[config.mk]
export PLATFORM = sky130hd
export DESIGN_NAME = cia_norm_cell
export DESIGN_NICKNAME = d
export VERILOG_FILES = /design/src/design/cia_pkg.sv /design/src/design/cia_norm_cell.sv
export SDC_FILE = /design/constraint.sdc
export NUM_CORES = 1
export LEC_CHECK = 0
export BUFFER_PORTS_ARGS = -buffer_cell sky130_fd_sc_hd__buf_2
export CAP_MARGIN = 20
export CORE_AREA = 4 4 431 433
export DETAILED_ROUTE_END_ITERATION = 7
export DIE_AREA = 0 0 435 437
export GPL_TIMING_DRIVEN = 0
export PLACE_DENSITY = 0.35
export SYNTH_ARGS = -nofsm -noshare
export SYNTH_HDL_FRONTEND = slang
export SYNTH_SLANG_ARGS = --single-unit
[constraint.sdc]
create_clock -name clk -period 0.9 [get_ports clk]
set_clock_uncertainty 0.15 [all_clocks]
set_input_delay 0 -clock clk [delete_from_list [all_inputs] [get_ports clk]]
set_output_delay 0 -clock clk [all_outputs]
set_load 0.1 [all_outputs]
[src/design/cia_pkg.sv]
// ----------------------------------------------------------------------------
// Circle overlap area: shared package
// Widths, case codes, pipeline structs and the CORDIC arctangent table.
// ----------------------------------------------------------------------------
package cia_pkg;

	// field widths
	localparam int COORD_W = 24;
	localparam int RAD_W   = 23;
	localparam int DIFF_W  = 25;
	localparam int MAG_W   = 24;
	localparam int SQ_W    = 48;
	localparam int SQ_H    = 24;
	localparam int R2_W    = 46;
	localparam int R2_H    = 23;
	localparam int D2_W    = 49;
	localparam int N_W     = 51;
	localparam int P_W     = 96;
	localparam int ROOT_W  = 48;
	localparam int REM_W   = 51;
	localparam int NORM_W  = 52;
	localparam int CX_W    = 56;
	localparam int Z_W     = 34;
	localparam int ANG_W   = 32;
	localparam int PROD_W  = 80;
	localparam int U_SHIFT = 29;
	localparam int U_W     = 51;
	localparam int AREA_W  = 32;
	localparam int KIND_W  = 2;

	// step counts
	localparam int SQRT_STEPS   = 48;
	localparam int NORM_STEPS   = 6;
	localparam int CORDIC_STEPS = 31;

	// case codes
	localparam logic [KIND_W-1:0] KIND_DISJOINT  = 2'd0;
	localparam logic [KIND_W-1:0] KIND_CONTAINED = 2'd1;
	localparam logic [KIND_W-1:0] KIND_PARTIAL   = 2'd2;

	// angles, unsigned Q2.30 radians
	localparam logic [ANG_W-1:0] PI_Q30      = 32'd3373259426;
	localparam logic [ANG_W-1:0] HALF_PI_Q30 = 32'd1686629713;

	// data that rides alongside the arithmetic
	typedef struct packed {
		logic [KIND_W-1:0]        kind;
		logic [R2_W-1:0]          ra2;
		logic [R2_W-1:0]          rb2;
		logic signed [N_W-1:0]    n1;
		logic signed [N_W-1:0]    n2;
		logic [AREA_W-1:0]        carea;
		logic [ROOT_W-1:0]        root;
	} side_t;

	// vector during normalisation
	typedef struct packed {
		logic [NORM_W-1:0] x;
		logic [NORM_W-1:0] y;
		logic [ANG_W-1:0]  z;
		logic              zero;
	} nvec_t;

	// vector during CORDIC rotation
	typedef struct packed {
		logic signed [CX_W-1:0] x;
		logic signed [CX_W-1:0] y;
		logic signed [Z_W-1:0]  z;
		logic                   zero;
	} cvec_t;

	// atan(2^-i) in Q2.30
	function automatic logic [ANG_W-1:0] atan_q30(input int unsigned idx);
		logic [ANG_W-1:0] r;
		case (idx)
			0:  r = 32'h3243F6A8;
			1:  r = 32'h1DAC6705;
			2:  r = 32'h0FADBAFC;
			3:  r = 32'h07F56EA6;
			4:  r = 32'h03FEAB76;
			5:  r = 32'h01FFD55B;
			6:  r = 32'h00FFFAAA;
			7:  r = 32'h007FFF55;
			8:  r = 32'h003FFFEA;
			9:  r = 32'h001FFFFD;
			10: r = 32'h000FFFFF;
			11: r = 32'h0007FFFF;
			12: r = 32'h0003FFFF;
			13: r = 32'h0001FFFF;
			14: r = 32'h0000FFFF;
			15: r = 32'h00007FFF;
			16: r = 32'h00003FFF;
			17: r = 32'h00001FFF;
			18: r = 32'h00000FFF;
			19: r = 32'h000007FF;
			20: r = 32'h000003FF;
			21: r = 32'h000001FF;
			22: r = 32'h000000FF;
			23: r = 32'h0000007F;
			24: r = 32'h0000003F;
			25: r = 32'h0000001F;
			26: r = 32'h0000000F;
			27: r = 32'h00000008;
			28: r = 32'h00000004;
			29: r = 32'h00000002;
			30: r = 32'h00000001;
			default: r = '0;
		endcase
		return r;
	endfunction

endpackage

[src/design/cia_norm_cell.sv]
// ----------------------------------------------------------------------------
// Circle overlap area: normalisation cell
// Shifts each vector left by a fixed amount when the top bits of its
// larger component are clear; a row of these finds the leading one.
// ----------------------------------------------------------------------------
module cia_norm_cell #(
	parameter int SHIFT = 1
) (
	input  logic           clk,
	input  logic           arst_n,
	input  logic           en,
	input  logic           in_valid,
	input  cia_pkg::side_t in_side,
	input  cia_pkg::nvec_t in_a,
	input  cia_pkg::nvec_t in_b,
	output logic           valid_q,
	output cia_pkg::side_t side_q,
	output cia_pkg::nvec_t a_q,
	output cia_pkg::nvec_t b_q
);
	import cia_pkg::*;

	logic [NORM_W-1:0] or_a, or_b;
	nvec_t             na, nb;

	// top bits of max(x, y) are clear exactly when those of x | y are
	always_comb begin
		or_a = in_a.x | in_a.y;
		or_b = in_b.x | in_b.y;
		na   = in_a;
		nb   = in_b;
		if (or_a[NORM_W-1 -: SHIFT] == '0) begin
			na.x = in_a.x << SHIFT;
			na.y = in_a.y << SHIFT;
		end
		if (or_b[NORM_W-1 -: SHIFT] == '0) begin
			nb.x = in_b.x << SHIFT;
			nb.y = in_b.y << SHIFT;
		end
	end

	always_ff @(posedge clk or negedge arst_n) begin
		if (!arst_n) begin
			valid_q <= 1'b0;
		end else if (en) begin
			valid_q <= in_valid;
		end
	end

	always_ff @(posedge clk) begin
		if (en) begin
			side_q <= in_side;
			a_q    <= na;
			b_q    <= nb;
		end
	end

endmodule

==> metrics.cfg <==
[logic_synthesis]
ys_seq_area_share_pct = 83.7
syn_nets = 1342
ys_ff_latch = 551
yosysTopAreaCell = edfxtp_1
ys_top_cells_by_area = edfxtp_1 84%, mux2_4 12%, mux2_2 2.6%
yosys.area.top_type_share_pct = 83.6
netlist_area_um2 = 19800
ys_types = 14
yosysMostFrequentCell = edfxtp_1
synth_flop_cell = edfxtp_1
synth-edff-count = 550
synth_cells = 788
yosysWarnings = 0
avgSynthCellArea_um2 = 25.1
synth_commonest_cells = 550 x edfxtp_1, 156 x mux2_4, 45 x mux2_2
async_flop_share_pct = 0.181

[clock_network]
cts_tree = yes
htreeDepth = 3
cts_made_buffers = 74
clock-sinks = 551
cts-root-buf = clkbuf_16
worstSkewPairLatency_ns = 0.67
clockBufferDepth = 3
clk_pin_slew_ns = 0.06

[drt]
routedWlPerCell_um = 21.5
wl_mm = 114
drtIter0Drc = 878
antenna_left = 0
vias_per_cell = 3.03
post-route-drc-count = 0
drt_pre_antenna_iters = 4
vias = 16111

[status]
violations = hold timing, setup timing
run_status = finished with violations

[timing]
setup_viol = 1612
finalHoldViolCount = 4
finalMaxSlewViolations = 0
finalCriticalPeriod_ns = 1.82
layout_setup_ws_ns = -0.916
max_freq_ghz = 0.551
timing.slew.headroom_pct = 72.1
worst_pin_slew_ns = 0.418
rsz0062_at_grt = true
period_share_pct = 202
whs_ns = -0.0203

[floorplan]
initial_core_util_pct = 10.8
ios = 1105
die_y_um = 437
die_area_um2 = 190000
rows = 157
dieWidth_um = 435
design.core.area_um2 = 182000

[worst_setup_path]
cp.arrival_ns = 2.22
critPathMaxFanout = 55
cp-end-kind = flip-flop
critPathKind = primary input to flip-flop
cp-start-kind = primary input
required_ns = 1.31

[pwr]
p_leak_uw = 0.0178
p_per_area_nw_per_um2 = 2080
ir_drop_mv = 1.36

[grt]
grt_max_degree = 58
grt_pass1_vias = 17529
grt_usage_pct = 11.4
antenna_found_initial = 37
grt_pass1_wl_mm = 148
gr-total-overflow = 0

[place]
port_buffers = 1104
gp_congestion = 0.906
place_area_um2 = 28600
dp_hpwl_mm = 84.3
place_inst = 4282

[layout]
stdcell_area_um2 = 43900
fin_cells = 5314
num-nets-final = 3416
areaGrowthSynthToFinish_pct = 122
drive_above_1_share_pct = 50.4

[flow_run]
maxCapViolCount = 0

[min_path]
hp-class = primary input to flip-flop

[sequential cells by signal, summed over array words and instances, names as in the netlist]
name     cells
a_q        137
b_q        137
side_q     276
valid_q      1
[worst max-delay path, stage by stage]
cell,delay [ns]
clkbuf_4,0.11
dlygate4sd3_1,0.76
clkbuf_16,0.23
buf_16,0.22
buf_16,0.30
mux2_2,0.38
[layout by cell type (no fill, tap or decap)]
cell           count
dfrtp_4            1
diode_2            8
clkbuf_4           1
buf_6            506
nor2b_1            4
o21ai_0            2
clkinvlp_4         3
nor2_4             2
buf_12            24
clkbuf_1          15
dlygate4sd3_1    860
inv_1              4
a21o_1             2
bufinv_16          9
bufbuf_16          6
inv_6              4
clkinv_16          1
buf_2            554
edfxtp_1         550
clkinv_4           3
clkbuf_16         84
buf_8             44
clkinv_2          11
mux2_2            24
mux2_4           177
buf_16             8
buf_4             10
clkinv_1          11
clkinv_8           1
[stage by stage]
stage          util [%]  total power, uW   TNS, ns  hold slack (ns)  setup slack (ns)
2_1_floorplan         -            48800   -133.34           -0.446            -0.271
3_3_place_gp       15.6            52500  -5805.73           -0.320            -11.13
3_5_place_dp       15.7            54300   -665.21           -0.324             -1.71
4_1_cts            23.9            92800   -707.20           -0.111            -0.847
5_1_grt            24.1            94700   -772.47          -0.0914            -0.905
6_report           24.1            91300   -742.03          -0.0203            -0.916
[per-layer routing]
metal	global-route usage (%)	routed length, um	vias up
met5	0	23	-
met3	3.86	7800	180
met2	20.2	58700	656
li1	-	-	7359
met1	12.6	43700	7912
met4	3.96	4130	4
[layout make-up]
cell class	instances	area [um2]
fill	19003	138000
timing repair buffer	1998	18500
sequential	551	16500
multi-input combinational	211	3000
tap	2385	2980
clock buffer	92	1980
clock inverter	43	497
buffer	22	368
antenna	8	20.0
inverter	4	15.0
[where the power goes]
group / total [uW] / switching [uW] / internal [uW]
Combinational: 28500 / 19700 / 8820
Sequential: 31900 / 1170 / 30800
Clock: 30800 / 12500 / 18300
Total: 91300 / 33400 / 57900
[worst paths after layout]
| check | start | endpoint | slack, ns | cells after the start |
|---|---|---|---|---|
| min in group asynchronous | arst_n | valid_q | 0.11 | 3 |
| max in group asynchronous | arst_n | valid_q | 0.34 | 3 |
| max reg2reg | valid_q | valid_q | -0.11 | 1 |
| min | in_a[0] | a_q[0] | -0.02 | 2 |
| max | en | valid_q | -0.92 | 6 |
| min reg2reg | valid_q | valid_q | 0.45 | 1 |
[what timing repair did]
item	CTS	global route
endpoints found under the setup margin	873	1336
resized for setup	1148	25
gates cloned	8	7
pin swaps	0	1
setup buffers	0	13
hold buffers	860	3
endpoints found under the hold margin	797	244
[kinds of logic (layout without fill, tap and decap cells)]
group / after synthesis / in the layout / share of synthesized area [%]
buf+inv: 26 / 2159 / 1.51
mux: 201 / 201 / 14.4
other cells: 0 / 8 / 0
flops: 551 / 551 / 83.7
compound gates: 4 / 4 / 0.127
simple gates: 6 / 6 / 0.215
(Power assumes the default switching activity.)
