File: config.mk
export PLATFORM = sky130hd
export DESIGN_NAME = cia_sqrt_cell
export DESIGN_NICKNAME = d
export VERILOG_FILES = /design/src/design/cia_pkg.sv /design/src/design/cia_sqrt_cell.sv
export SDC_FILE = /design/constraint.sdc
export NUM_CORES = 1
export LEC_CHECK = 0
export ABC_CLOCK_PERIOD_IN_PS = 800
export BUFFER_PORTS_ARGS = -buffer_cell sky130_fd_sc_hd__buf_2
export CAP_MARGIN = 20
export CORE_AREA = 2 2 364 366
export DETAILED_ROUTE_END_ITERATION = 10
export DIE_AREA = 0 0 366 368
export SLEW_MARGIN = 10
export SYNTH_ARGS = -nofsm -noshare
export SYNTH_HDL_FRONTEND = slang
export SYNTH_SLANG_ARGS = --single-unit
File: constraint.sdc
create_clock -name clk -period 0.8 [get_ports clk]
set_input_delay 0.08 -clock clk [delete_from_list [all_inputs] [get_ports clk]]
set_output_delay 0.08 -clock clk [all_outputs]
set_load 0.005 [all_outputs]
File: src/design/cia_pkg.sv
// ----------------------------------------------------------------------------
// Circle overlap area: shared package
// Widths, case codes, pipeline structs and the CORDIC arctangent table.
// ----------------------------------------------------------------------------
package cia_pkg;

	// field widths
	localparam int COORD_W = 24;
	localparam int RAD_W   = 23;
	localparam int DIFF_W  = 25;
	localparam int MAG_W   = 24;
	localparam int SQ_W    = 48;
	localparam int SQ_H    = 24;
	localparam int R2_W    = 46;
	localparam int R2_H    = 23;
	localparam int D2_W    = 49;
	localparam int N_W     = 51;
	localparam int P_W     = 96;
	localparam int ROOT_W  = 48;
	localparam int REM_W   = 51;
	localparam int NORM_W  = 52;
	localparam int CX_W    = 56;
	localparam int Z_W     = 34;
	localparam int ANG_W   = 32;
	localparam int PROD_W  = 80;
	localparam int U_SHIFT = 29;
	localparam int U_W     = 51;
	localparam int AREA_W  = 32;
	localparam int KIND_W  = 2;

	// step counts
	localparam int SQRT_STEPS   = 48;
	localparam int NORM_STEPS   = 6;
	localparam int CORDIC_STEPS = 31;

	// case codes
	localparam logic [KIND_W-1:0] KIND_DISJOINT  = 2'd0;
	localparam logic [KIND_W-1:0] KIND_CONTAINED = 2'd1;
	localparam logic [KIND_W-1:0] KIND_PARTIAL   = 2'd2;

	// angles, unsigned Q2.30 radians
	localparam logic [ANG_W-1:0] PI_Q30      = 32'd3373259426;
	localparam logic [ANG_W-1:0] HALF_PI_Q30 = 32'd1686629713;

	// data that rides alongside the arithmetic
	typedef struct packed {
		logic [KIND_W-1:0]        kind;
		logic [R2_W-1:0]          ra2;
		logic [R2_W-1:0]          rb2;
		logic signed [N_W-1:0]    n1;
		logic signed [N_W-1:0]    n2;
		logic [AREA_W-1:0]        carea;
		logic [ROOT_W-1:0]        root;
	} side_t;

	// vector during normalisation
	typedef struct packed {
		logic [NORM_W-1:0] x;
		logic [NORM_W-1:0] y;
		logic [ANG_W-1:0]  z;
		logic              zero;
	} nvec_t;

	// vector during CORDIC rotation
	typedef struct packed {
		logic signed [CX_W-1:0] x;
		logic signed [CX_W-1:0] y;
		logic signed [Z_W-1:0]  z;
		logic                   zero;
	} cvec_t;

	// atan(2^-i) in Q2.30
	function automatic logic [ANG_W-1:0] atan_q30(input int unsigned idx);
		logic [ANG_W-1:0] r;
		case (idx)
			0:  r = 32'h3243F6A8;
			1:  r = 32'h1DAC6705;
			2:  r = 32'h0FADBAFC;
			3:  r = 32'h07F56EA6;
			4:  r = 32'h03FEAB76;
			5:  r = 32'h01FFD55B;
			6:  r = 32'h00FFFAAA;
			7:  r = 32'h007FFF55;
			8:  r = 32'h003FFFEA;
			9:  r = 32'h001FFFFD;
			10: r = 32'h000FFFFF;
			11: r = 32'h0007FFFF;
			12: r = 32'h0003FFFF;
			13: r = 32'h0001FFFF;
			14: r = 32'h0000FFFF;
			15: r = 32'h00007FFF;
			16: r = 32'h00003FFF;
			17: r = 32'h00001FFF;
			18: r = 32'h00000FFF;
			19: r = 32'h000007FF;
			20: r = 32'h000003FF;
			21: r = 32'h000001FF;
			22: r = 32'h000000FF;
			23: r = 32'h0000007F;
			24: r = 32'h0000003F;
			25: r = 32'h0000001F;
			26: r = 32'h0000000F;
			27: r = 32'h00000008;
			28: r = 32'h00000004;
			29: r = 32'h00000002;
			30: r = 32'h00000001;
			default: r = '0;
		endcase
		return r;
	endfunction

endpackage

File: src/design/cia_sqrt_cell.sv
// ----------------------------------------------------------------------------
// Circle overlap area: square root cell
// One restoring step of the integer square root: two radicand bits in,
// one root bit out.
// ----------------------------------------------------------------------------
module cia_sqrt_cell (
	input  logic                       clk,
	input  logic                       arst_n,
	input  logic                       en,
	input  logic                       in_valid,
	input  cia_pkg::side_t             in_side,
	input  logic [cia_pkg::P_W-1:0]    in_p,
	input  logic [cia_pkg::REM_W-1:0]  in_rem,
	input  logic [cia_pkg::ROOT_W-1:0] in_root,
	output logic                       valid_q,
	output cia_pkg::side_t             side_q,
	output logic [cia_pkg::P_W-1:0]    p_q,
	output logic [cia_pkg::REM_W-1:0]  rem_q,
	output logic [cia_pkg::ROOT_W-1:0] root_q
);
	import cia_pkg::*;

	logic [REM_W-1:0] rem_sh, trial;
	logic             ge;

	// trial subtract of (root << 2) | 1
	always_comb begin
		rem_sh = {in_rem[REM_W-3:0], in_p[P_W-1 -: 2]};
		trial  = REM_W'({in_root, 2'b01});
		ge     = rem_sh >= trial;
	end

	always_ff @(posedge clk or negedge arst_n) begin
		if (!arst_n) begin
			valid_q <= 1'b0;
		end else if (en) begin
			valid_q <= in_valid;
		end
	end

	always_ff @(posedge clk) begin
		if (en) begin
			side_q <= in_side;
			p_q    <= in_p << 2;
			rem_q  <= ge ? rem_sh - trial : rem_sh;
			root_q <= {in_root[ROOT_W-2:0], ge};
		end
	end

endmodule

==> results.sh <==
export IMPL_rsz0062_at_grt="true"
export IMPL_hold_class="primary input to flop"
export IMPL_worst_pin_slew_ps=547.3
export IMPL_netlist_area_mm2=0.01795
export IMPL_ys_seq_elements=470
export IMPL_pwr_share_seq_pct=42.6
export IMPL_post_place_ws_ps=-2409
export IMPL_core_mm2=0.1308
export IMPL_final_cell_area_mm2=0.03572
export IMPL_synthArstFlopShare_pct=0.2128
export IMPL_path_common_cell="a21o_1"
export IMPL_avgSynthCellArea_um2=16.58
export IMPL_vdd_ir_drop_max_v=0.001575
export IMPL_drv_cap=0
export IMPL_cts_max_level=2
export IMPL_clock_sinks=470
export IMPL_clk_latency_ps=660
export IMPL_worstSetupPathType="primary input to flop"
export IMPL_clockPowerShare_pct=36.7
export IMPL_port_buffers=942
export IMPL_cp_top_family="simple AND/OR/NAND/NOR gates"
export IMPL_r2r_setup_slack_ps=40
export IMPL_hpwl_um=95920
export IMPL_gp_congestion=0.9675
export IMPL_p_int_uw=52100
export IMPL_cts_root_buf="clkbuf_16"
export IMPL_ys_flop_type="edfxtp_1"
export IMPL_start_kind="primary input"
export IMPL_max_stage_delay_ps=470
export IMPL_drcViolationCount=0
export IMPL_cts_buffer_depth=3
export IMPL_yosys_warnings=0
export IMPL_synth_cells=1083
export IMPL_cts_tree="yes"
export IMPL_grt_max_degree=28
export IMPL_max_freq_mhz=440.9
export IMPL_place_area_mm2=0.02699
export IMPL_finalNonFillerCells=4631
export IMPL_grt_usage_pct=16.72
export IMPL_violations="setup timing"
export IMPL_path_buf_inv=3
export IMPL_path_max_fanout=9
export IMPL_crit_slowest_cell="or3b_4"
export IMPL_die_area_mm2=0.1347
export IMPL_p_comb_share_pct=20.6
export IMPL_synth_cell_type_count=65
export IMPL_grt_pass1_vias=17690
export IMPL_leakagePower_uw=0.01495
export IMPL_initial_utilization_pct=13.73
export IMPL_ios=947
export IMPL_routed_via_density=3.722
export IMPL_layout_drive_gt1_share_pct=50.60
export IMPL_finalPower_uw=71730
export IMPL_totalWireLength_um=118300
export IMPL_outcome="finished with violations"
export IMPL_rows=133
export IMPL_power_density_mw_per_mm2=2008
export IMPL_overflow=0
export IMPL_critical_path_cell_chain="buf_12 -> inv_12 -> ha_4 -> a21o_1 -> a21o_1 -> a221oi_4 -> and4b_2 -> a2111oi_4 -> or3b_4 -> buf_8 -> and3_1 -> a311o_1 -> nor2_1"
export IMPL_yosysSeqAreaShare_pct=78.58
export IMPL_yosys_top_cells_count="edfxtp_1 (469), a21oi_1 (86), nor2_1 (64), inv_1 (58), ha_1 (50)"
export IMPL_swShare_pct=27.36
export IMPL_nets=3334
export IMPL_dp_cells=4005
export IMPL_slew_viol_final=0
export IMPL_drtPass1Iterations=5
export IMPL_worstSetupEndpointType="flop"
export IMPL_cp_required_ps=1330
export IMPL_grt_pass1_wl_um=152900
export IMPL_synth_area_top_cells="edfxtp_1 (78%), ha_1 (3.5%), a21oi_1 (2.4%)"
export IMPL_ant_nets=0
export IMPL_die_w_um=366
export IMPL_fin_skew_ps=0
export IMPL_cp_arrival_ps=2790
export IMPL_vias=17240
export IMPL_period_needed_ps=2268
export IMPL_setup_viol=539
export IMPL_area_growth_pct=98.96
export IMPL_relSlewSlack_pct=63.13
export IMPL_synth_most_common_cell="edfxtp_1"
export IMPL_drt_initial_drc_count=1252
export IMPL_synth_edf_count=469
export IMPL_chipHeight_um=368
export IMPL_p_sw_uw=19630
export IMPL_setup_ws_ps=-1468
export IMPL_yosys_area_top_type="edfxtp_1"
export IMPL_grt_antenna_before_repair=69
export IMPL_wire_per_inst_um=25.54
export IMPL_finalHoldViolations=0
export IMPL_cts_buffers=57
export IMPL_netlist_area_leader_share_pct=78.44
export IMPL_clk_pin_slew_ps=60
export IMPL_period_share_pct=283.5
## logic make-up after synthesis
group / Yosys count / share of synthesized area, %
other: 1 / 0.02089
XOR/XNOR: 41 / 2.000
buffers and inverters: 95 / 2.216
flip-flops: 470 / 78.58
multiplexers: 11 / 0.6829
AND/OR/NAND/NOR: 199 / 5.415
adder cells (fa/ha/maj): 50 / 3.484
AO/OA/AOI/OAI: 216 / 7.603
## timing repair
action | in CTS | in global routing
gates resized for setup | 396 | 89
buffers inserted | 13 | 8
hold buffers | 476 | 4
hold endpoints to repair | 551 | 7
cloned | 3 | 1
pin swaps | 24 | 23
setup endpoints to repair | 522 | 829
## layout by cell type (no fill, tap or decap), types with 21 or more instances in the layout
cell	instances
a21o_1	35
a21oi_1	70
buf_2	779
buf_4	250
buf_6	166
clkbuf_16	58
diode_2	22
dlygate4sd3_1	479
edfxtp_1	469
ha_1	29
inv_1	47
nand2_1	43
nor2_1	37
o21ai_0	21
xnor2_1	24
## path summary, 6_finish.rpt
kind,from,to,cells past startpoint
setup / recovery,in_root[14],rem_q[42],13
hold / removal,en,side_q[203],3
setup reg to reg,valid_q,valid_q,1
hold reg to reg,valid_q,valid_q,1
max in group asynchronous,arst_n,valid_q,3
min in group asynchronous,arst_n,valid_q,3
## area by class of cell
cell class / count / area (µm²)
Inverter: 58 / 237.7
Tap cell: 1755 / 2196
Sequential cell: 470 / 14110
Clock inverter: 43 / 446.7
Timing Repair Buffer: 1703 / 13020
Multi-Input combinational cell: 519 / 4215
Antenna cell: 22 / 55.05
Clock buffer: 61 / 1441
Fill cell: 13560 / 95070
## state kept, by name (all words and copies together) (netlist names)
signal	cells
rem_q	51
root_q	48
p_q	94
side_q	276
valid_q	1
## tightest hold or removal path: stages
cell    delay (ps)
buf_8           90
buf_12         180
buf_4          200
## layer usage
layer  vias up  GRT usage [%]  share of wire (%)
li1       7627              -                  -
met1      8434          18.18                 36
met4        42          6.481                4.4
met3       214          7.931                 12
met5         -              0               0.23
met2       919          28.06                 47
## power by group through the flow
stage	Clock [µW]	Combinational [µW]	Sequential [µW]
after floorplan	0	2760	31000
after global placement	0	11000	30900
after detailed placement	0	11100	30800
after CTS	27300	14600	30600
after global routing	28000	15700	30700
final	26400	14800	30600
## stage by stage
stage	util, %	hold slack (ps)	TNS [ps]
finish	27.31	45.13	-293310
global route	27.29	16.11	-323670
CTS	26.94	-453.4	-414300
detailed placement	20.63	-140.6	-188740
global placement	20.63	-144.2	-184150
floorplan	-	-215.6	-88170
(Power assumes the default switching activity.)
